## config.mk

```make
export PLATFORM = sky130hd
export DESIGN_NAME = ipc_cordic
export DESIGN_NICKNAME = d
export VERILOG_FILES = /design/src/rtl/ipc_pkg.sv /design/src/rtl/ipc_cordic.sv
export SDC_FILE = /design/constraint.sdc
export NUM_CORES = 2
export LEC_CHECK = 0
export BUFFER_PORTS_ARGS = -buffer_cell sky130_fd_sc_hd__buf_2
export CORE_MARGIN = 2
export CORE_UTILIZATION = 55
export DETAILED_ROUTE_END_ITERATION = 7
export PLACE_DENSITY_LB_ADDON = 0.12
export SYNTH_ARGS = -nofsm -noshare
export SYNTH_HDL_FRONTEND = slang
export SYNTH_SLANG_ARGS = --single-unit
```

## constraint.sdc

```tcl
create_clock -name clk -period 6.4 [get_ports clk]
set_clock_uncertainty 0.05 [all_clocks]
set_input_delay 1.92 -clock clk [delete_from_list [all_inputs] [get_ports clk]]
set_output_delay 1.92 -clock clk [all_outputs]
set_load 0.02 [all_outputs]
```

## src/rtl/ipc_pkg.sv

```systemverilog
// Shared constants and types for the inverse Park/Clarke PWM duty block.
package ipc_pkg;

  localparam int CORDIC_STEPS = 15;
  localparam int XW = 34;
  localparam int ZW = 18;

  localparam logic signed [XW-1:0] CORDIC_GAIN = XW'(652032874);
  localparam logic signed [31:0] SQRT3_Q30 = 32'sd1859775393;
  localparam logic signed [ZW-1:0] QUARTER_TURN = ZW'(16384);
  localparam logic signed [ZW-1:0] HALF_TURN = ZW'(32768);

  localparam logic signed [ZW-1:0] ATAN_TURNS [CORDIC_STEPS] = '{
    ZW'(8192), ZW'(4836), ZW'(2555), ZW'(1297), ZW'(651), ZW'(326), ZW'(163),
    ZW'(81), ZW'(41), ZW'(20), ZW'(10), ZW'(5), ZW'(3), ZW'(1), ZW'(1)
  };

  localparam logic REG_SUPPLY = 1'b0;
  localparam logic REG_CAP = 1'b1;

  typedef logic signed [XW-1:0] cordic_t;
  typedef logic signed [ZW-1:0] angle_t;
  typedef logic signed [31:0] phase_v_t;

endpackage

```

## src/rtl/ipc_cordic.sv

```systemverilog
// Pipelined rotation-mode CORDIC giving cosine and sine in Q1.30.
module ipc_cordic import ipc_pkg::*; #(
  parameter int SB_W = 1
) (
  input  logic            clk,
  input  logic            rst_n,
  input  logic            en,
  input  logic            vld_i,
  input  angle_t          z_i,
  input  logic [SB_W-1:0] sb_i,
  output logic            vld_o,
  output cordic_t         x_o,
  output cordic_t         y_o,
  output logic [SB_W-1:0] sb_o
);

  logic            vld_r [CORDIC_STEPS];
  cordic_t         x_r   [CORDIC_STEPS];
  cordic_t         y_r   [CORDIC_STEPS];
  angle_t          z_r   [CORDIC_STEPS];
  logic [SB_W-1:0] sb_r  [CORDIC_STEPS];

  for (genvar i = 0; i < CORDIC_STEPS; i++) begin : g_stage
    cordic_t         x_in, y_in, x_nxt, y_nxt;
    angle_t          z_in, z_nxt;
    logic            vld_in;
    logic [SB_W-1:0] sb_in;

    if (i == 0) begin : g_first
      assign x_in = CORDIC_GAIN;
      assign y_in = '0;
      assign z_in = z_i;
      assign vld_in = vld_i;
      assign sb_in = sb_i;
    end else begin : g_next
      assign x_in = x_r[i-1];
      assign y_in = y_r[i-1];
      assign z_in = z_r[i-1];
      assign vld_in = vld_r[i-1];
      assign sb_in = sb_r[i-1];
    end

    always_comb begin
      if (z_in >= 0) begin
        x_nxt = x_in - (y_in >>> i);
        y_nxt = y_in + (x_in >>> i);
        z_nxt = z_in - ATAN_TURNS[i];
      end else begin
        x_nxt = x_in + (y_in >>> i);
        y_nxt = y_in - (x_in >>> i);
        z_nxt = z_in + ATAN_TURNS[i];
      end
    end

    always_ff @(posedge clk) begin
      if (!rst_n) begin
        vld_r[i] <= 1'b0;
      end else if (en) begin
        vld_r[i] <= vld_in;
      end
      if (en) begin
        x_r[i] <= x_nxt;
        y_r[i] <= y_nxt;
        z_r[i] <= z_nxt;
        sb_r[i] <= sb_in;
      end
    end
  end

  assign vld_o = vld_r[CORDIC_STEPS-1];
  assign x_o = x_r[CORDIC_STEPS-1];
  assign y_o = y_r[CORDIC_STEPS-1];
  assign sb_o = sb_r[CORDIC_STEPS-1];

endmodule

```

==> metrics.txt <==
run status=finished, final reports clean; Initial Utilization=0.554; initial DRC count=around 6400; share of the synthesized netlist area taken by xor and xnor gates=0.130; Mapped Nets=11800; achievable clock frequency=~170 MHz; hold crit path type=flop to flop; maximum fanout along the worst path=17; number of distinct library cells after synthesis=between 80 and 90; final number of setup-violating endpoints=0; number of pins exceeding their max-slew limit in the final report=0; data arrival time of the critical path=6.52 ns; cell row count=about 160; CTS root buffer=sky130_fd_sc_hd__clkbuf_16; core utilization of the finished layout=0.600; mean routed wirelength per cell=about 21 um; Congestion Overflow GR=0; area fraction of the dominant cell type after synthesis=0.353; total number of vias=just over 80000; area added between synthesis and finish=8.47%; proportion of synthesized flip-flops having asynchronous set or reset=0; via count of the first global-routing pass=between 70000 and 80000; synthesized netlist cell count=between 10000 and 15000; type of destination of the critical path=flop; Post-Synth Adder-Cell Area=0.145; die footprint=roughly 190000 um^2; Synth Cell Area=between 100000 and 150000 um^2; die height=between 400 and 500 um; clk_lat worst skew=~0.80 ns; core footprint=roughly 180000 um^2; Die Width=roughly 430 um; drt pass-1 iters=8; Synthesis Warnings=0; setup TNS=0 ns; fraction of final layout cells sized beyond drive strength 1=0.0501; Critical Path Source Type=flop; slew margin rel.=0.259; unrepaired setup endpoints after global routing=no; number of buffers between clock root and the deepest sink=3; slew of the pin with the lowest slew margin=roughly 1.1 ns; share of synthesized area spent on multiplexers=0.00598; antenna violation net count after detailed routing=0; number of top-level design ports=93; required time of the critical path=approximately 7 ns; Detailed Route WL=between 200000 and 300000 um; predominant post-synthesis flop cell=sky130_fd_sc_hd__edfxtp_1; total clock buffers created by CTS=~140; compound-cell area share of the yosys netlist=0.194; H-tree depth=4; classification of the worst setup path=flop to flop; minimum clock period after layout=a little over 6 ns; post-synthesis cell type with the largest combined area=sky130_fd_sc_hd__edfxtp_1; leading post-synthesis cells by cell area=sky130_fd_sc_hd__edfxtp_1, sky130_fd_sc_hd__ha_1, sky130_fd_sc_hd__xnor2_1, sky130_fd_sc_hd__a21oi_1, sky130_fd_sc_hd__xor2_1; global-route wire length before repair=roughly 440000 um; count of flip-flops with a built-in enable after synthesis=~1200; Final Wtd Congestion=0.997; aggregate global-route resource usage=0.295; final HPWL from detailed placement=225000 um; number of vias per cell after detailed routing=roughly 6.1; mean instance size in the synthesized netlist=about 9.5 um^2; total DRC errors in the routed layout=0; post-synthesis sequential area ratio=0.353; count of hold-fix buffers inserted at cts=0; # nets final=12000; synthesized flop and latch total=1192; number of max-cap violations=0; final hold vios=0; clock tree from TritonCTS=yes; fraction of the mapped netlist area in simple logic gates=0.146; largest net degree at the start of global routing=178; Final Cycle Share=0.944; port buffer count=92; worst setup slack for register-to-register paths=0.36 ns; combinational family with the most area after synthesis=compound AO/OA/AOI/OAI gates; initial antenna violation count=11; CTS sink count=1192; post-CTS clock slew at the launch and capture registers of the worst setup and hold paths=~0.060 ns
placed cells by master, fill, tap and decap left out, types with 62 or more instances in the layout:
cell type	instances
sky130_fd_sc_hd__o211ai_1	74
sky130_fd_sc_hd__inv_1	551
sky130_fd_sc_hd__a211oi_1	100
sky130_fd_sc_hd__buf_4	77
sky130_fd_sc_hd__o31ai_1	165
sky130_fd_sc_hd__o21bai_1	123
sky130_fd_sc_hd__xnor2_1	996
sky130_fd_sc_hd__xor2_1	504
sky130_fd_sc_hd__o41ai_1	72
sky130_fd_sc_hd__nor4_1	101
sky130_fd_sc_hd__o21ai_0	641
sky130_fd_sc_hd__clkbuf_16	147
sky130_fd_sc_hd__ha_1	1107
sky130_fd_sc_hd__edfxtp_1	1191
sky130_fd_sc_hd__and3_1	129
sky130_fd_sc_hd__or2_2	65
sky130_fd_sc_hd__a21oi_1	901
sky130_fd_sc_hd__a31oi_1	62
sky130_fd_sc_hd__or4_1	73
sky130_fd_sc_hd__o21a_1	164
sky130_fd_sc_hd__a21o_1	362
sky130_fd_sc_hd__nand2b_1	199
sky130_fd_sc_hd__nor2_1	773
sky130_fd_sc_hd__nand2_1	631
sky130_fd_sc_hd__nor2b_1	141
sky130_fd_sc_hd__buf_2	91
sky130_fd_sc_hd__or3_1	145
sky130_fd_sc_hd__nor3_1	290
sky130_fd_sc_hd__nand3_1	230
metrics by stage:
stage	hold WS (ns)	std cells	setup slack, ns	area [um^2]
2_1_floorplan	0.350	10700	0.842	101000
3_3_place_gp	0.351	13200	0.547	105000
3_5_place_dp	0.355	13200	0.497	105000
4_1_cts	0.367	13400	0.428	110000
5_1_grt	0.377	13400	0.0369	110000
6_report	0.367	13400	0.360	110000
cell usage after synthesis (43+ instances only):
library cell	instances
sky130_fd_sc_hd__a21boi_0	51
sky130_fd_sc_hd__xor2_1	504
sky130_fd_sc_hd__mux2i_1	46
sky130_fd_sc_hd__o21ai_0	641
sky130_fd_sc_hd__and2_1	56
sky130_fd_sc_hd__o21bai_1	123
sky130_fd_sc_hd__nand4_1	48
sky130_fd_sc_hd__nor3_1	290
sky130_fd_sc_hd__fa_1	43
sky130_fd_sc_hd__and3_1	129
sky130_fd_sc_hd__a211oi_1	100
sky130_fd_sc_hd__edfxtp_1	1191
sky130_fd_sc_hd__o41ai_1	73
sky130_fd_sc_hd__nand2b_1	199
sky130_fd_sc_hd__a21oi_1	902
sky130_fd_sc_hd__nand2_1	631
sky130_fd_sc_hd__o21a_1	164
sky130_fd_sc_hd__o31ai_1	165
sky130_fd_sc_hd__or2_2	65
sky130_fd_sc_hd__or4_1	73
sky130_fd_sc_hd__a31oi_1	62
sky130_fd_sc_hd__inv_1	552
sky130_fd_sc_hd__nor4_1	101
sky130_fd_sc_hd__nand3_1	230
sky130_fd_sc_hd__nor2_1	783
sky130_fd_sc_hd__ha_1	1107
sky130_fd_sc_hd__or3_1	145
sky130_fd_sc_hd__o211ai_1	74
sky130_fd_sc_hd__xnor2_1	996
sky130_fd_sc_hd__clkbuf_1	146
sky130_fd_sc_hd__a21o_1	362
sky130_fd_sc_hd__nor2b_1	141
final timing paths:
path	cells past startpoint	endpoint	from
max	20	y_r[0][202]	z_r[0][89]
min	0	sb_r[0][3]	sb_r[0][2]
max reg2reg	20	y_r[0][202]	z_r[0][89]
min reg2reg	0	sb_r[0][3]	sb_r[0][2]
timing repair:
item,in CTS,in global routing
endpoints found under the setup margin,0,1
buffers inserted,0,0
gates resized for setup,0,1
per-layer routing:
layer / vias up / part of all wire / routed length [um] / global-route usage
li1: 40000 / - / - / -
met1: 39000 / 0.42 / 118000 / 0.366
met2: 2321 / 0.48 / 136000 / 0.511
met3: 551 / 0.055 / 15600 / 0.0431
met4: 10 / 0.042 / 11800 / 0.119
met5: - / 0.00025 / 70 / 0
cell families (layout without fill, tap and decap cells):
logic type	count (synthesis)	in the layout
mux	59	59
xor+xnor	1501	1501
fa+ha+maj	1150	1150
compound gates	3064	3064
other cells	0	2
simple gates	2990	2990
flops	1192	1192
buf+inv	719	990
state kept, by name (all words and copies together) (netlist names):
name and flops:
sb_r 15, vld_r 15, x_r 450, y_r 477, z_r 235
area by class of cell:
cell class	count	area [um^2]
antenna	2	5.00
clock buffer	167	3760
clock inverter	87	1040
fill	15800	73200
inverter	557	2090
multi-input combinational	8764	63000
sequential	1192	35800
tap	2464	3080
timing repair buffer	179	1250
worst max-delay path, stage by stage, from the launching register on:
cell and delay (ns):
sky130_fd_sc_hd__edfxtp_1 0.38, sky130_fd_sc_hd__inv_1 0.16, sky130_fd_sc_hd__ha_1 0.18, sky130_fd_sc_hd__or4b_2 0.58, sky130_fd_sc_hd__nor4_1 0.55, sky130_fd_sc_hd__nor2_4 0.17
sky130_fd_sc_hd__inv_1 0.21, sky130_fd_sc_hd__buf_4 0.32, sky130_fd_sc_hd__nor2_1 0.09, sky130_fd_sc_hd__xor2_1 0.15, sky130_fd_sc_hd__ha_1 0.32, sky130_fd_sc_hd__nor2b_1 0.16
sky130_fd_sc_hd__o31a_1 0.29, sky130_fd_sc_hd__o211ai_1 0.29, sky130_fd_sc_hd__a31oi_1 0.29, sky130_fd_sc_hd__o21ai_0 0.30, sky130_fd_sc_hd__a211oi_1 0.16, sky130_fd_sc_hd__o41ai_1 0.58
sky130_fd_sc_hd__o2111ai_1 0.22, sky130_fd_sc_hd__a21oi_1 0.22, sky130_fd_sc_hd__xnor2_1 0.10
Power is not shown: default switching activity piles up to over one toggle a cycle in this logic, so the estimate is an artifact.
