## src/rtl/ipc_pkg.sv

```systemverilog
// Shared constants and types for the inverse Park/Clarke PWM duty block.
package ipc_pkg;

  localparam int CORDIC_STEPS = 15;
  localparam int XW = 34;
  localparam int ZW = 18;

  localparam logic signed [XW-1:0] CORDIC_GAIN = XW'(652032874);
  localparam logic signed [31:0] SQRT3_Q30 = 32'sd1859775393;
  localparam logic signed [ZW-1:0] QUARTER_TURN = ZW'(16384);
  localparam logic signed [ZW-1:0] HALF_TURN = ZW'(32768);

  localparam logic signed [ZW-1:0] ATAN_TURNS [CORDIC_STEPS] = '{
    ZW'(8192), ZW'(4836), ZW'(2555), ZW'(1297), ZW'(651), ZW'(326), ZW'(163),
    ZW'(81), ZW'(41), ZW'(20), ZW'(10), ZW'(5), ZW'(3), ZW'(1), ZW'(1)
  };

  localparam logic REG_SUPPLY = 1'b0;
  localparam logic REG_CAP = 1'b1;

  typedef logic signed [XW-1:0] cordic_t;
  typedef logic signed [ZW-1:0] angle_t;
  typedef logic signed [31:0] phase_v_t;

endpackage

```

## src/rtl/ipc_duty.sv

```systemverilog
// Per-phase clamp, scale and pipelined restoring divide to a compare count.
module ipc_duty import ipc_pkg::*; #(
  parameter int PWM_PERIOD = 4800
) (
  input  logic        clk,
  input  logic        rst_n,
  input  logic        en,
  input  logic        vld_i,
  input  logic        tag_i,
  input  phase_v_t    u_i,
  input  logic [15:0] supply_i,
  input  logic [15:0] cap_i,
  output logic        vld_o,
  output logic        tag_o,
  output logic [12:0] duty_o
);

  localparam int PW = $clog2(PWM_PERIOD + 1);
  localparam int NW = 24 + PW;
  localparam logic [PW-1:0] PERIOD = PW'(PWM_PERIOD);

  logic [23:0] vs;
  logic [23:0] ucl_nxt;
  assign vs = {supply_i, 8'd0};

  always_comb begin
    if (u_i < 0) begin
      ucl_nxt = '0;
    end else if (u_i > $signed({8'd0, cap_i, 8'd0})) begin
      ucl_nxt = {cap_i, 8'd0};
    end else begin
      ucl_nxt = u_i[23:0];
    end
  end

  // clamp stage
  logic        c_vld_r, c_tag_r, c_sat_r, c_zero_r;
  logic [23:0] c_u_r;

  always_ff @(posedge clk) begin
    if (!rst_n) begin
      c_vld_r <= 1'b0;
    end else if (en) begin
      c_vld_r <= vld_i;
    end
    if (en) begin
      c_tag_r <= tag_i;
      c_u_r <= ucl_nxt;
      c_sat_r <= ucl_nxt >= vs;
      c_zero_r <= supply_i == 16'd0;
    end
  end

  // multiply stage and divider stages
  logic          d_vld_r  [PW+1];
  logic          d_tag_r  [PW+1];
  logic          d_sat_r  [PW+1];
  logic          d_zero_r [PW+1];
  logic [23:0]   d_rem_r  [PW+1];
  logic [PW-1:0] d_low_r  [PW+1];
  logic [PW-1:0] d_q_r    [PW+1];

  logic [NW-1:0] num;
  assign num = c_u_r * PERIOD;

  always_ff @(posedge clk) begin
    if (!rst_n) begin
      d_vld_r[0] <= 1'b0;
    end else if (en) begin
      d_vld_r[0] <= c_vld_r;
    end
    if (en) begin
      d_tag_r[0] <= c_tag_r;
      d_sat_r[0] <= c_sat_r;
      d_zero_r[0] <= c_zero_r;
      d_rem_r[0] <= num[NW-1:PW];
      d_low_r[0] <= num[PW-1:0];
      d_q_r[0] <= '0;
    end
  end

  for (genvar k = 0; k < PW; k++) begin : g_div
    logic [24:0]   trial;
    logic          take;
    logic [24:0]   diff;
    assign trial = {d_rem_r[k], d_low_r[k][PW-1]};
    assign take = trial >= {1'b0, vs};
    assign diff = trial - {1'b0, vs};

    always_ff @(posedge clk) begin
      if (!rst_n) begin
        d_vld_r[k+1] <= 1'b0;
      end else if (en) begin
        d_vld_r[k+1] <= d_vld_r[k];
      end
      if (en) begin
        d_tag_r[k+1] <= d_tag_r[k];
        d_sat_r[k+1] <= d_sat_r[k];
        d_zero_r[k+1] <= d_zero_r[k];
        d_rem_r[k+1] <= take ? diff[23:0] : trial[23:0];
        d_low_r[k+1] <= d_low_r[k] << 1;
        d_q_r[k+1] <= {d_q_r[k][PW-2:0], take};
      end
    end
  end

  // select stage
  logic          f_vld_r, f_tag_r;
  logic [PW-1:0] f_d_r;
  logic [PW-1:0] f_d_nxt;
  logic [PW+12:0] f_ext;

  always_comb begin
    priority if (d_zero_r[PW]) begin
      f_d_nxt = '0;
    end else if (d_sat_r[PW]) begin
      f_d_nxt = PERIOD;
    end else begin
      f_d_nxt = d_q_r[PW];
    end
  end

  always_ff @(posedge clk) begin
    if (!rst_n) begin
      f_vld_r <= 1'b0;
    end else if (en) begin
      f_vld_r <= d_vld_r[PW];
    end
    if (en) begin
      f_tag_r <= d_tag_r[PW];
      f_d_r <= f_d_nxt;
    end
  end

  assign f_ext = {13'd0, f_d_r};
  assign vld_o = f_vld_r;
  assign tag_o = f_tag_r;
  assign duty_o = f_ext[12:0];

endmodule

```

## config.mk

```make
export PLATFORM = sky130hd
export DESIGN_NAME = ipc_duty
export DESIGN_NICKNAME = d
export VERILOG_FILES = /design/src/rtl/ipc_pkg.sv /design/src/rtl/ipc_duty.sv
export SDC_FILE = /design/constraint.sdc
export NUM_CORES = 1
export LEC_CHECK = 0
export ABC_AREA = 1
export BUFFER_PORTS_ARGS = -buffer_cell sky130_fd_sc_hd__buf_2
export CORE_ASPECT_RATIO = 1.5
export CORE_MARGIN = 10
export CORE_UTILIZATION = 30
export CTS_CLUSTER_DIAMETER = 200
export DETAILED_ROUTE_END_ITERATION = 10
export SLEW_MARGIN = 15
export SYNTH_ARGS = -nofsm -noshare
export SYNTH_HDL_FRONTEND = slang
export SYNTH_SLANG_ARGS = --single-unit
```

## constraint.sdc

```tcl
create_clock -name clk -period 10 [get_ports clk]
set_clock_uncertainty 0.2 [all_clocks]
set_input_delay 0.5 -clock clk [delete_from_list [all_inputs] [get_ports clk]]
set_output_delay 0.5 -clock clk [all_outputs]
set_load 0.05 [all_outputs]
```

==> summary.txt, run 1 <==
Run status
  • Status: finished clean

STA
  • Relative slew slack: 29.2%
  • Max Transition Viols Final: 0
  • Unrepaired setup endpoints after global routing: false
  • Final setup margin: 5740 ps
  • Final setup fails: 0
  • Period utilization: 42.6%
  • Final worst path period need: 4260 ps
  • Fmax: 235 MHz
  • Setup TNS: 0 ps
  • Final number of hold-violating endpoints: 0
  • Worst Tran Pin Value: 1060 ps

Worst setup path
  • Crit-path cells: ha_1 -> ha_1 -> inv_1 -> fa_1 -> inv_1 -> fa_1 -> ha_1 -> a21oi_1 -> a21boi_0 -> o21ai_0 -> nand2_1 -> nand4_1 -> a21oi_1 -> xnor2_1
  • Crit path capture type: flip-flop
  • CP max stage cell: fa_1
  • Cell mode on critical path: ha_1
  • Largest delay contributor family on the critical path: adder cells
  • Critical path class: reg2reg
  • WP buf/inv: 2
  • Critical path data arrival time: 4410 ps
  • CP max stage delay: 520 ps
  • CP max FO: 4
  • Startpoint Class: flip-flop
  • Critical Path RT: 10150 ps

Pwr
  • Clock group share of total power: 18.2%
  • Max IR drop VDD: 162 uV
  • Pleak: 15.1 nW
  • Share of power burned in registers: 33.0%
  • Switching share of power: 41.4%
  • Combinational power share: 48.7%
  • Net load switching power: 4.59 mW
  • Power Density: 309 mW/mm2
  • Internal: 6.50 mW

Routing
  • Drt drc: 0
  • DRT iter0 DRCs: 1056
  • Drt via density: 4.77
  • Via Count: 22700
  • Routed WL: 74.3 mm
  • DR WL/cell: 15.6 um
  • DR pass1 iterations: 5
  • Post-DRT Antenna Nets: 0

Global route
  • Largest net degree at the start of global routing: 183
  • Antenna violations before repair: 0
  • Gr busiest metal: met2
  • Met2 Track Usage GR: 25.4%
  • Gr ovfl total: 0
  • GRT met1 Usage: 10.4%
  • Met3 usage: 1.78%
  • First-pass GRT wire length: 118 mm
  • GRT Overall Usage: 12.2%
  • Vias in the first global route: 24200

Clocking
  • CTS max path bufs: 3
  • Clk pin slew, worst setup/hold paths: 60 ps
  • # resized after CTS: 0
  • H-Tree Depth: 2
  • # clock sinks: 515
  • Clk Latency, worst-skew pair: 640 ps
  • CTS tree: done
  • CTS Root Cell: clkbuf_16
  • CTS Buf Count: 57
  • Setup bufs post-CTS: 0
  • Hold Buf Count CTS: 12

Placement
  • RePlAce Congestion: 0.883
  • Buffers on Ports: 83
  • Post-DP HPWL: 57.5 mm
  • Worst slack, placed: 5640 ps

Layout
  • Commonest non-fill, non-tap cells in the layout: nand2_1, edfxtp_1, inv_1
  • Sequential cell area: 0.0154 mm2
  • Fin nets: 3764
  • # fillers: 10700
  • Share of cells above drive strength 1: 7.46%
  • Area grow syn2layout: 12.4%
  • Area occupied by multi-input gates: 0.0148 mm2
  • Inserted Diodes: 0
  • Final Util: 33.9%
  • Commonest non-fill, non-tap cell in the layout: nand2_1

Logic synthesis
  • Ranking of synthesized cells by area: edfxtp_1, ha_1, nand2_1
  • Yosys top cell by area: edfxtp_1
  • Async set-reset flop share out of synthesis: 0%
  • Post-synth top area share: 48.2%
  • EDFF count, synth: 512
  • Synth Register Bits: 515
  • Post-Syn Area: 0.0319 mm2
  • Post-Syn Nets: 3638
  • Main flop type after synthesis: edfxtp_1
  • Post-Syn Area per Cell: 9.98 um2
  • Sequential share of the synthesized area: 48.4%
  • Ys Warns: 0
  • Post-synth cell types: 54
  • Mapped Cells: 3193

Die
  • Die footprint: 0.120 mm2
  • Std-Cell Rows: 146
  • Starting Density: 30.2%
  • DIE HEIGHT: 419 um
  • I/O pins: 84
  • Die Wd: 286 um
  • Core area: 0.106 mm2

Worst hold path
  • Hold crit path type: in2reg

Run
  • Max_cap viols: 0
==> state kept, by name, summed over array words and instances (netlist names), 13 cells and up <==
name and flops:
c_u_r 24, d_rem_r 297, d_q_r 91, d_tag_r 14
d_low_r 28, duty_o 13, d_sat_r 14, d_vld_r 14
d_zero_r 14
==> synthesized netlist by cell type, types with 2 or more instances <==
cell type and number:
nand2_1 539, edfxtp_1 512, inv_1 350, ha_1 325
nor2_1 299, a21oi_1 292, nand3_1 186, o21ai_0 93
xnor2_1 93, xor2_1 80, fa_1 51, nand4_1 47
o21ai_1 38, a21o_1 33, nor3_1 31, nor4_1 24
a31oi_1 19, a21oi_2 17, buf_2 14, buf_4 14
nand2_2 11, o21a_1 10, o21bai_1 10, a21boi_0 9
buf_6 9, nand3b_1 9, o21ai_2 9, clkbuf_1 8
o211ai_1 8, o31ai_1 8, nand2_4 5, or2_2 5
o2111ai_1 4, and2_1 3, dfxtp_1 3, or3_1 3
a211oi_1 2, inv_2 2, nand3_2 2, nor3_2 2
==> final timing paths <==
path | start | end | slack [ps] | cells past startpoint
hold / removal | cap_i[0] | c_u_r[8] | 60 | 3
setup reg to reg | c_u_r[9] | d_rem_r[0][20] | 5740 | 14
hold reg to reg | d_tag_r[0] | d_tag_r[1] | 180 | 0
setup / recovery | c_u_r[9] | d_rem_r[0][20] | 5740 | 14
==> worst min-delay path, stage by stage <==
cell    delay, ps
buf_2         100
nor2_1         40
nor2_1        130
==> layout make-up <==
cell class	instances	area share, %
flip-flops and latches	515	43.1
multi-input cells	2280	41.3
well taps	1406	4.91
clock buffers	67	4.20
inverters	353	3.70
repair buffers	112	1.95
clock inverters	37	0.862
==> through the flow <==
step	hold WS [ps]	power, mW	std cells	area (um2)
6_report	63.7	11.1	4770	35800
5_1_grt	66.4	12.0	4770	35800
4_1_cts	19.2	11.2	4770	35800
3_5_place_dp	205	9.09	4654	33900
3_3_place_gp	201	9.00	4654	33900
2_1_floorplan	200	7.82	3193	31900
==> metal layers <==
metal	part of all wire (%)	up-vias	wire, um
met3	3.2	221	2360
met1	34	10700	25000
met5	0	-	0
met2	57	421	42100
li1	-	11400	-
met4	6.5	0	4850
==> power groups by stage <==
stage | logic (mW) | registers [mW] | clock network (mW)
2_1_floorplan | 4.22 | 3.59 | 0
4_1_cts | 5.41 | 3.66 | 2.08
5_1_grt | 6.10 | 3.72 | 2.17
3_5_place_dp | 5.38 | 3.70 | 0
3_3_place_gp | 5.31 | 3.69 | 0
6_report | 5.41 | 3.66 | 2.02
==> kinds of logic after synthesis <==
| logic type | Yosys count | synth area share [%] |
|---|---|---|
| DFF | 515 | 48.4 |
| adders and majority gates | 376 | 16.0 |
| buffers and inverters | 398 | 5.12 |
| xor gates and xnor gates | 173 | 4.75 |
| and+or+nand+nor | 1173 | 15.8 |
| AOI/OAI and AO/OA | 558 | 9.93 |
(Power assumes the default switching activity.)
==> run 2, diff against run 1 <==
==> constraint.sdc (replaced) <==
create_clock -name clk -period 4 [get_ports clk]
set_clock_uncertainty 0.2 [all_clocks]
set_input_delay 0.2 -clock clk [delete_from_list [all_inputs] [get_ports clk]]
set_output_delay 0.2 -clock clk [all_outputs]
set_load 0.05 [all_outputs]
==> run 2 against run 1 <==
Register-to-register slack worse by 5700 ps. Sequential share of layout area down 2.8 points. Cell count up 4.4%. Clock power rose to 2.7 times the previous value. Worst setup slack worse by 5700 ps. Global-route usage up 0.80 points. Fmax up 7.1%. Routed wire length up 5.8%. Largest power group unchanged. Flip-flop and latch count unchanged. Hold slack worse by 35 ps. Largest cell class is now multi-input gates. Via count up 4.2%. Count of clock-buffer cells in the layout down 1.
==> summary.txt, run 2 (same netlist as run 1, synthesis figures left out) <==
Clocking
  • # clock sinks: 515 (unchanged)
  • Clk pin slew, worst setup/hold paths: 60 ps (about the same)
  • CTS Buf Count: 57 (unchanged)
  • Clk Latency, worst-skew pair: 650 ps (about the same)
  • CTS tree: done
  • CTS max path bufs: 3 (unchanged)
  • CTS Root Cell: clkbuf_16
  • H-Tree Depth: 2 (unchanged)

Worst setup path
  • Critical path class: reg2reg
  • CP max FO: 3 (-1)
  • Critical path data arrival time: 4130 ps (-280 ps)
  • Worst R2R Setup Slack: 20 ps (-5720 ps)
  • Startpoint Class: flip-flop
  • Critical Path RT: 4150 ps (-6000 ps)
  • Worst R2R Path Depth: 18 (+4)
  • Crit path capture type: flip-flop
  • R2R Path End: d_rem_r[0][20]
  • Reg2reg start: c_u_r[12]

Die
  • DIE HEIGHT: 419 um (unchanged)
  • I/O pins: 84 (unchanged)
  • Die footprint: 0.120 mm2 (unchanged)
  • Std-Cell Rows: 146 (unchanged)
  • Core area: 0.106 mm2 (unchanged)
  • Starting Density: 30.2% (unchanged)
  • Die Wd: 286 um (unchanged)

Placement
  • Placed cell areas: 0.0350 mm2 (+3.1%)
  • Post-DP HPWL: 61.1 mm (+6.3%)
  • RePlAce Congestion: 0.883 (about the same)
  • Cells after DPL: 4783 (+2.8%)
  • Buffers on Ports: 83 (unchanged)

Worst hold path
  • Hold Path Depth: 5 (+2)
  • Hold crit path type: in2reg
  • End of the worst hold path: c_zero_r
  • Hold path start: supply_i[2]

Layout
  • Commonest non-fill, non-tap cell in the layout: nand2_1
  • # fillers: 10600 (-1.3%)
  • Design area: 0.0384 mm2 (+7.0%)
  • Area occupied by multi-input gates: 0.0154 mm2 (+4.2%)
  • Max reg flops: 297 (unchanged)
  • Commonest non-fill, non-tap cells in the layout: nand2_1, edfxtp_1, inv_1
  • Area grow syn2layout: 20.3%
  • Non-filler instance count after layout: 4978 (+4.4%)
  • Share of cells above drive strength 1: 14.4% (+7.0 points)
  • Biggest regs: d_rem_r x297, d_q_r x91, d_low_r x28
  • Fin nets: 3971 (+5.5%)
  • Sequential cell area: 0.0154 mm2 (unchanged)
  • Inserted Diodes: 0 (unchanged)
  • Reg with most FFs: d_rem_r

Global route
  • First-pass GRT wire length: 126 mm (+6.6%)
  • Antenna violations before repair: 0 (unchanged)
  • Gr ovfl total: 0 (unchanged)
  • Vias in the first global route: 25400 (+4.7%)
  • GRT Overall Usage: 13.0% (+0.80 points)
  • Largest net degree at the start of global routing: 101 (-45%)

STA
  • Final number of hold-violating endpoints: 0 (unchanged)
  • Final setup fails: 0 (unchanged)
  • Period utilization: 99.5% (+57 points)
  • Unrepaired setup endpoints after global routing: true
  • Fmax: 251 MHz (+7.1%)
  • Max Transition Viols Final: 0 (unchanged)
  • Final worst path period need: 3980 ps (-284 ps)
  • Relative slew slack: 22.7% (-6.6 points)
  • Worst Tran Pin Value: 1150 ps (+92.3 ps)

Pwr
  • Combinational power share: 52.1% (+3.4 points)
  • Pleak: 16.3 nW (+7.5%)
  • Internal: 18.1 mW (+180%)
  • Max IR drop VDD: 410 uV (+150%)
  • Power Density: 792 mW/mm2 (+160%)
  • Clock group share of total power: 17.9% (-0.3 points)
  • Net load switching power: 12.3 mW (+170%)
  • Share of power burned in registers: 30.0% (-3.0 points)
  • Switching share of power: 40.5% (-0.91 points)

Run
  • Max_cap viols: 0 (unchanged)

Run status
  • Status: finished clean

Routing
  • Post-DRT Antenna Nets: 0 (unchanged)
  • Via Count: 23700 (+4.2%)
  • DR pass1 iterations: 5 (unchanged)
  • DR WL/cell: 15.8 um (+1.4%)
  • Drt via density: 4.76 (-0.20%)
  • Routed WL: 78.7 mm (+5.8%)
  • Drt drc: 0 (unchanged)
  • DRT iter0 DRCs: 895 (-15%)
## run 2: changes by cell type in the layout (fill, tap and decap cells not counted), moves of 13 or more
| cell | change |
|---|---|
| nor2_1 | -15 |
| nand2_1 | -16 |
| ha_4 | +19 |
| inv_2 | +14 |
| buf_4 | +152 |
| ha_1 | -20 |
| a21oi_2 | +13 |
| dlygate4sd3_1 | +45 |
| a21oi_1 | -22 |
| inv_1 | -14 |
## run 2: layer usage
metal | global-route usage (%) | wire, um | vias to the layer above
met4 | 7.89 | 5000 | 0
met5 | 0 | 0 | -
met1 | 11.1 | 26000 | 11200
li1 | - | - | 11800
met2 | 27.3 | 45600 | 412
met3 | 1.73 | 2010 | 232
## run 2: worst max path at each step
stage / from / to / slack [ps] / depth (start not counted)
floorplan: c_u_r[10] / d_rem_r[0][17] / 180 / 15
global placement: c_u_r[9] / d_rem_r[0][20] / -230 / 14
detailed placement: c_u_r[9] / d_rem_r[0][20] / -200 / 14
CTS: c_u_r[13] / d_rem_r[0][17] / -9 / 16
global route: c_u_r[12] / d_rem_r[0][20] / -90 / 18
finish: c_u_r[12] / d_rem_r[0][20] / 20 / 18
## run 2: cell type report
cell class	count	share of cell area, %
inverters	353	3.45
clock buffers	66	3.81
multi-input cells	2280	40.3
well taps	1406	4.59
clock inverters	39	1.25
flip-flops and latches	515	40.2
repair buffers	319	6.40
## run 2: per-stage QoR
stage / util (%) / hold WS [ps] / power (mW) / setup TNS [ps] / setup slack, ps
after CTS: 35.8 / 8.13 / 29.8 / -16.5 / -8.60
after global routing: 36.3 / 44.2 / 32.8 / -563 / -85.4
after floorplan: - / 98.9 / 19.5 / 0 / 178
after global placement: 33.1 / 201 / 23.5 / -791 / -234
final: 36.3 / 29.2 / 30.4 / 0 / 20.6
after detailed placement: 33.1 / 205 / 23.8 / -1130 / -200
## run 2: what timing repair did
item | 4_1_cts | 5_1_grt
pin swaps | 16 | 73
gates cloned | 0 | 0
endpoints found under the hold margin | 105 | 0
endpoints found under the setup margin | 14 | 19
resized for setup | 41 | 99
hold buffers | 57 | 0
buffers inserted | 19 | 14
## run 2: power by group through the flow
stage | combinational [mW] | sequential [mW] | clock, mW
3_3_place_gp | 14.3 | 9.17 | 0
3_5_place_dp | 14.6 | 9.21 | 0
2_1_floorplan | 10.6 | 8.99 | 0
6_report | 15.8 | 9.11 | 5.43
4_1_cts | 15.1 | 9.10 | 5.57
5_1_grt | 17.7 | 9.27 | 5.78
## run 2: critical path, stage by stage, from the launching register on
cell      delay [ps]
edfxtp_1         430
buf_6            150
ha_4             240
ha_4             250
inv_2             30
fa_1             490
inv_2             40
fa_1             520
ha_4             320
buf_6            110
nand2_4           50
nor2_4           120
inv_2             50
nor3_2           170
nand3_1           90
nand4_1          120
buf_6            130
a21oi_4           50
xnor2_1          110
==> run 3, diff against run 2 <==
==> constraint.sdc (replaced) <==
create_clock -name clk -period 5 [get_ports clk]
set_clock_uncertainty 0.2 [all_clocks]
set_input_delay 0.5 -clock clk [delete_from_list [all_inputs] [get_ports clk]]
set_output_delay 0.5 -clock clk [all_outputs]
set_load 0.05 [all_outputs]
==> run 3 against run 2 <==
Total power shrank 25%. Non-clock buffer count fell by 191. Sequential power is 20% lower. Hold slack improved by 15 ps. Count of clock-buffer cells in the layout down 2. Sequential share of layout area grew 2.4 points. Critical path depth decreased by 4. Combinational power fell by 31%.
==> summary.txt, run 3 (same netlist as run 1, synthesis figures left out) <==
Global route
  • Met3 usage: 1.65% (-0.081 points)
  • Gr ovfl total: 0 (unchanged)
  • GRT met1 Usage: 10.9% (-0.26 points)
  • Gr busiest metal: met2
  • Largest net degree at the start of global routing: 114 (+13%)
  • First-pass GRT wire length: 119 mm (-5.3%)
  • Vias in the first global route: 24000 (-5.2%)
  • GRT Overall Usage: 12.4% (-0.62 points)
  • Met2 Track Usage GR: 25.6% (-1.7 points)
  • Antenna violations before repair: 1 (+1)

Routing
  • Drt drc: 0 (unchanged)
  • DR WL/cell: 15.8 um (-0.11%)
  • Via Count: 22900 (-3.4%)
  • Routed WL: 75.6 mm (-3.9%)
  • DR pass1 iterations: 5 (unchanged)
  • Post-DRT Antenna Nets: 0 (unchanged)
  • DRT iter0 DRCs: 1001 (+12%)
  • Drt via density: 4.78 (+0.44%)

Pwr
  • Pleak: 15.3 nW (-6.0%)
  • Net load switching power: 9.28 mW (-24%)
  • Clock group share of total power: 19.6% (+1.7 points)
  • Total Power: 22.7 mW (-25%)
  • Share of power burned in registers: 32.2% (+2.2 points)
  • Power Density: 627 mW/mm2 (-21%)
  • Internal: 13.4 mW (-26%)
  • Max IR drop VDD: 303 uV (-26%)
  • Switching share of power: 40.9% (+0.49 points)
  • Combinational power share: 48.1% (-4.0 points)

Layout
  • Fin nets: 3781 (-4.8%)
  • Commonest non-fill, non-tap cells in the layout: nand2_1, edfxtp_1, inv_1
  • Biggest regs: d_rem_r x297, d_q_r x91, d_low_r x28
  • Area grow syn2layout: 13.5%
  • Share of cells above drive strength 1: 8.01% (-6.4 points)
  • Max reg flops: 297 (unchanged)
  • Inserted Diodes: 0 (unchanged)
  • Non-filler instance count after layout: 4790 (-3.8%)
  • Reg with most FFs: d_rem_r
  • Commonest non-fill, non-tap cell in the layout: nand2_1

Worst setup path
  • Cell mode on critical path: ha_1
  • Critical Path RT: 5190 ps (+1040 ps)
  • Worst setup path endpoint: d_rem_r[0][11]
  • CP max stage delay: 520 ps (about the same)
  • Critical path data arrival time: 4520 ps (+390 ps)
  • Reg2reg start: c_u_r[8]
  • Crit-path cells: ha_1 -> ha_1 -> inv_1 -> fa_1 -> inv_1 -> fa_1 -> ha_1 -> nand2_1 -> nor2_1 -> nor2_1 -> nand3_1 -> a21oi_1 -> o21bai_1 -> xor2_1
  • R2R Path End: d_rem_r[0][11]
  • Startpoint Class: flip-flop
  • Critical Path Start: c_u_r[8]
  • Worst R2R Path Depth: 14 (-4)
  • CP max FO: 4 (+1)
  • CP max stage cell: fa_1
  • WP buf/inv: 2 (-4)
  • Worst R2R Setup Slack: 670 ps (+650 ps)
  • Crit path capture type: flip-flop
  • Largest delay contributor family on the critical path: adder cells
  • Critical path class: reg2reg
  • Stages on the worst setup path: 14 (-4)

Clocking
  • # clock sinks: 515 (unchanged)
  • Hold Buf Count CTS: 12 (-79%)
  • Setup bufs post-CTS: 0 (-19)
  • # resized after CTS: 0 (-100%)
  • CTS tree: done
  • Clk pin slew, worst setup/hold paths: 60 ps (about the same)
  • CTS Buf Count: 58 (+1.8%)
  • H-Tree Depth: 2 (unchanged)
  • CTS Root Cell: clkbuf_16
  • Clk Latency, worst-skew pair: 650 ps (about the same)
  • CTS max path bufs: 3 (unchanged)

Run status
  • Status: finished clean

Placement
  • Worst slack, placed: 553 ps (+753 ps)
  • Buffers on Ports: 83 (unchanged)
  • RePlAce Congestion: 0.913 (+3.4%)
  • Post-DP HPWL: 59.6 mm (-2.5%)
  • Cells after DPL: 4670 (-2.4%)

STA
  • Final worst path period need: 4330 ps (+351 ps)
  • Final setup margin: 669 ps (+649 ps)
  • Period utilization: 86.6% (-13 points)
  • Unrepaired setup endpoints after global routing: false
  • Relative slew slack: 19.0% (-3.6 points)
  • Fmax: 231 MHz (-8.1%)
  • Final setup fails: 0 (unchanged)
  • Final Hold Slack: 44.5 ps (+15.3 ps)
  • Setup TNS: 0 ps (unchanged)
  • Max Transition Viols Final: 0 (unchanged)
  • Final number of hold-violating endpoints: 0 (unchanged)
  • Worst Tran Pin Value: 1210 ps (+54.3 ps)

Die
  • Die footprint: 0.120 mm2 (unchanged)
  • DIE HEIGHT: 419 um (unchanged)
  • Core area: 0.106 mm2 (unchanged)
  • I/O pins: 84 (unchanged)
  • Die Wd: 286 um (unchanged)
  • Std-Cell Rows: 146 (unchanged)
  • Starting Density: 30.2% (unchanged)

Run
  • Max_cap viols: 0 (unchanged)

Worst hold path
  • Hold path start: cap_i[0]
  • Hold crit path type: in2reg
run 3: cell count changes in the layout (fill, tap and decap cells not counted), sizes merged:
cell         delta
dlygate4sd3    -45
clkbuf          -2
buf           -146
clkinvlp        +6
clkinv          -1
run 3: final cells by class:
cell class	instances	area, um2
clock buffer	64	1480
multi-input combinational	2280	14800
tap	1406	1760
fill	10700	69400
timing repair buffer	128	843
sequential	515	15400
clock inverter	44	519
inverter	353	1330
run 3: routing by layer:
layer / up-vias / share of wire (%)
met5: - / 0
met3: 218 / 2.9
li1: 11500 / -
met4: 0 / 6.4
met2: 434 / 56
met1: 10800 / 34
run 3: per-stage QoR:
step	utilization (%)	area, um2
5_1_grt	34.3	36200
3_5_place_dp	32.3	34100
3_3_place_gp	32.3	34100
2_1_floorplan	-	31900
6_report	34.3	36200
4_1_cts	34.3	36200
run 3: how the worst min path moves through the flow:
stage                      to  slack (ps)  cells past startpoint
6_report             c_u_r[8]          40                      3
5_1_grt              c_u_r[8]          40                      3
4_1_cts              c_u_r[8]           9                      3
3_5_place_dp    d_low_r[1][8]         200                      0
2_1_floorplan  d_low_r[0][18]         200                      0
3_3_place_gp      d_tag_r[10]         200                      0
run 3: power by group through the flow:
stage / combinational, mW / sequential (mW) / clock (mW)
after detailed placement: 10.9 / 7.38 / 0
after global routing: 12.3 / 7.43 / 4.74
final: 10.9 / 7.30 / 4.45
after CTS: 10.9 / 7.30 / 4.57
after global placement: 10.7 / 7.35 / 0
after floorplan: 8.45 / 7.19 / 0
run 3: worst reg2reg max path: stages, from the launching register on:
cell and delay (ps):
edfxtp_1 500, ha_1 340, ha_1 280, inv_1 60, fa_1 520, inv_1 50, fa_1 460, ha_1 370
nand2_1 170, nor2_1 70, nor2_1 170, nand3_1 240, a21oi_1 350, o21bai_1 140, xor2_1 160
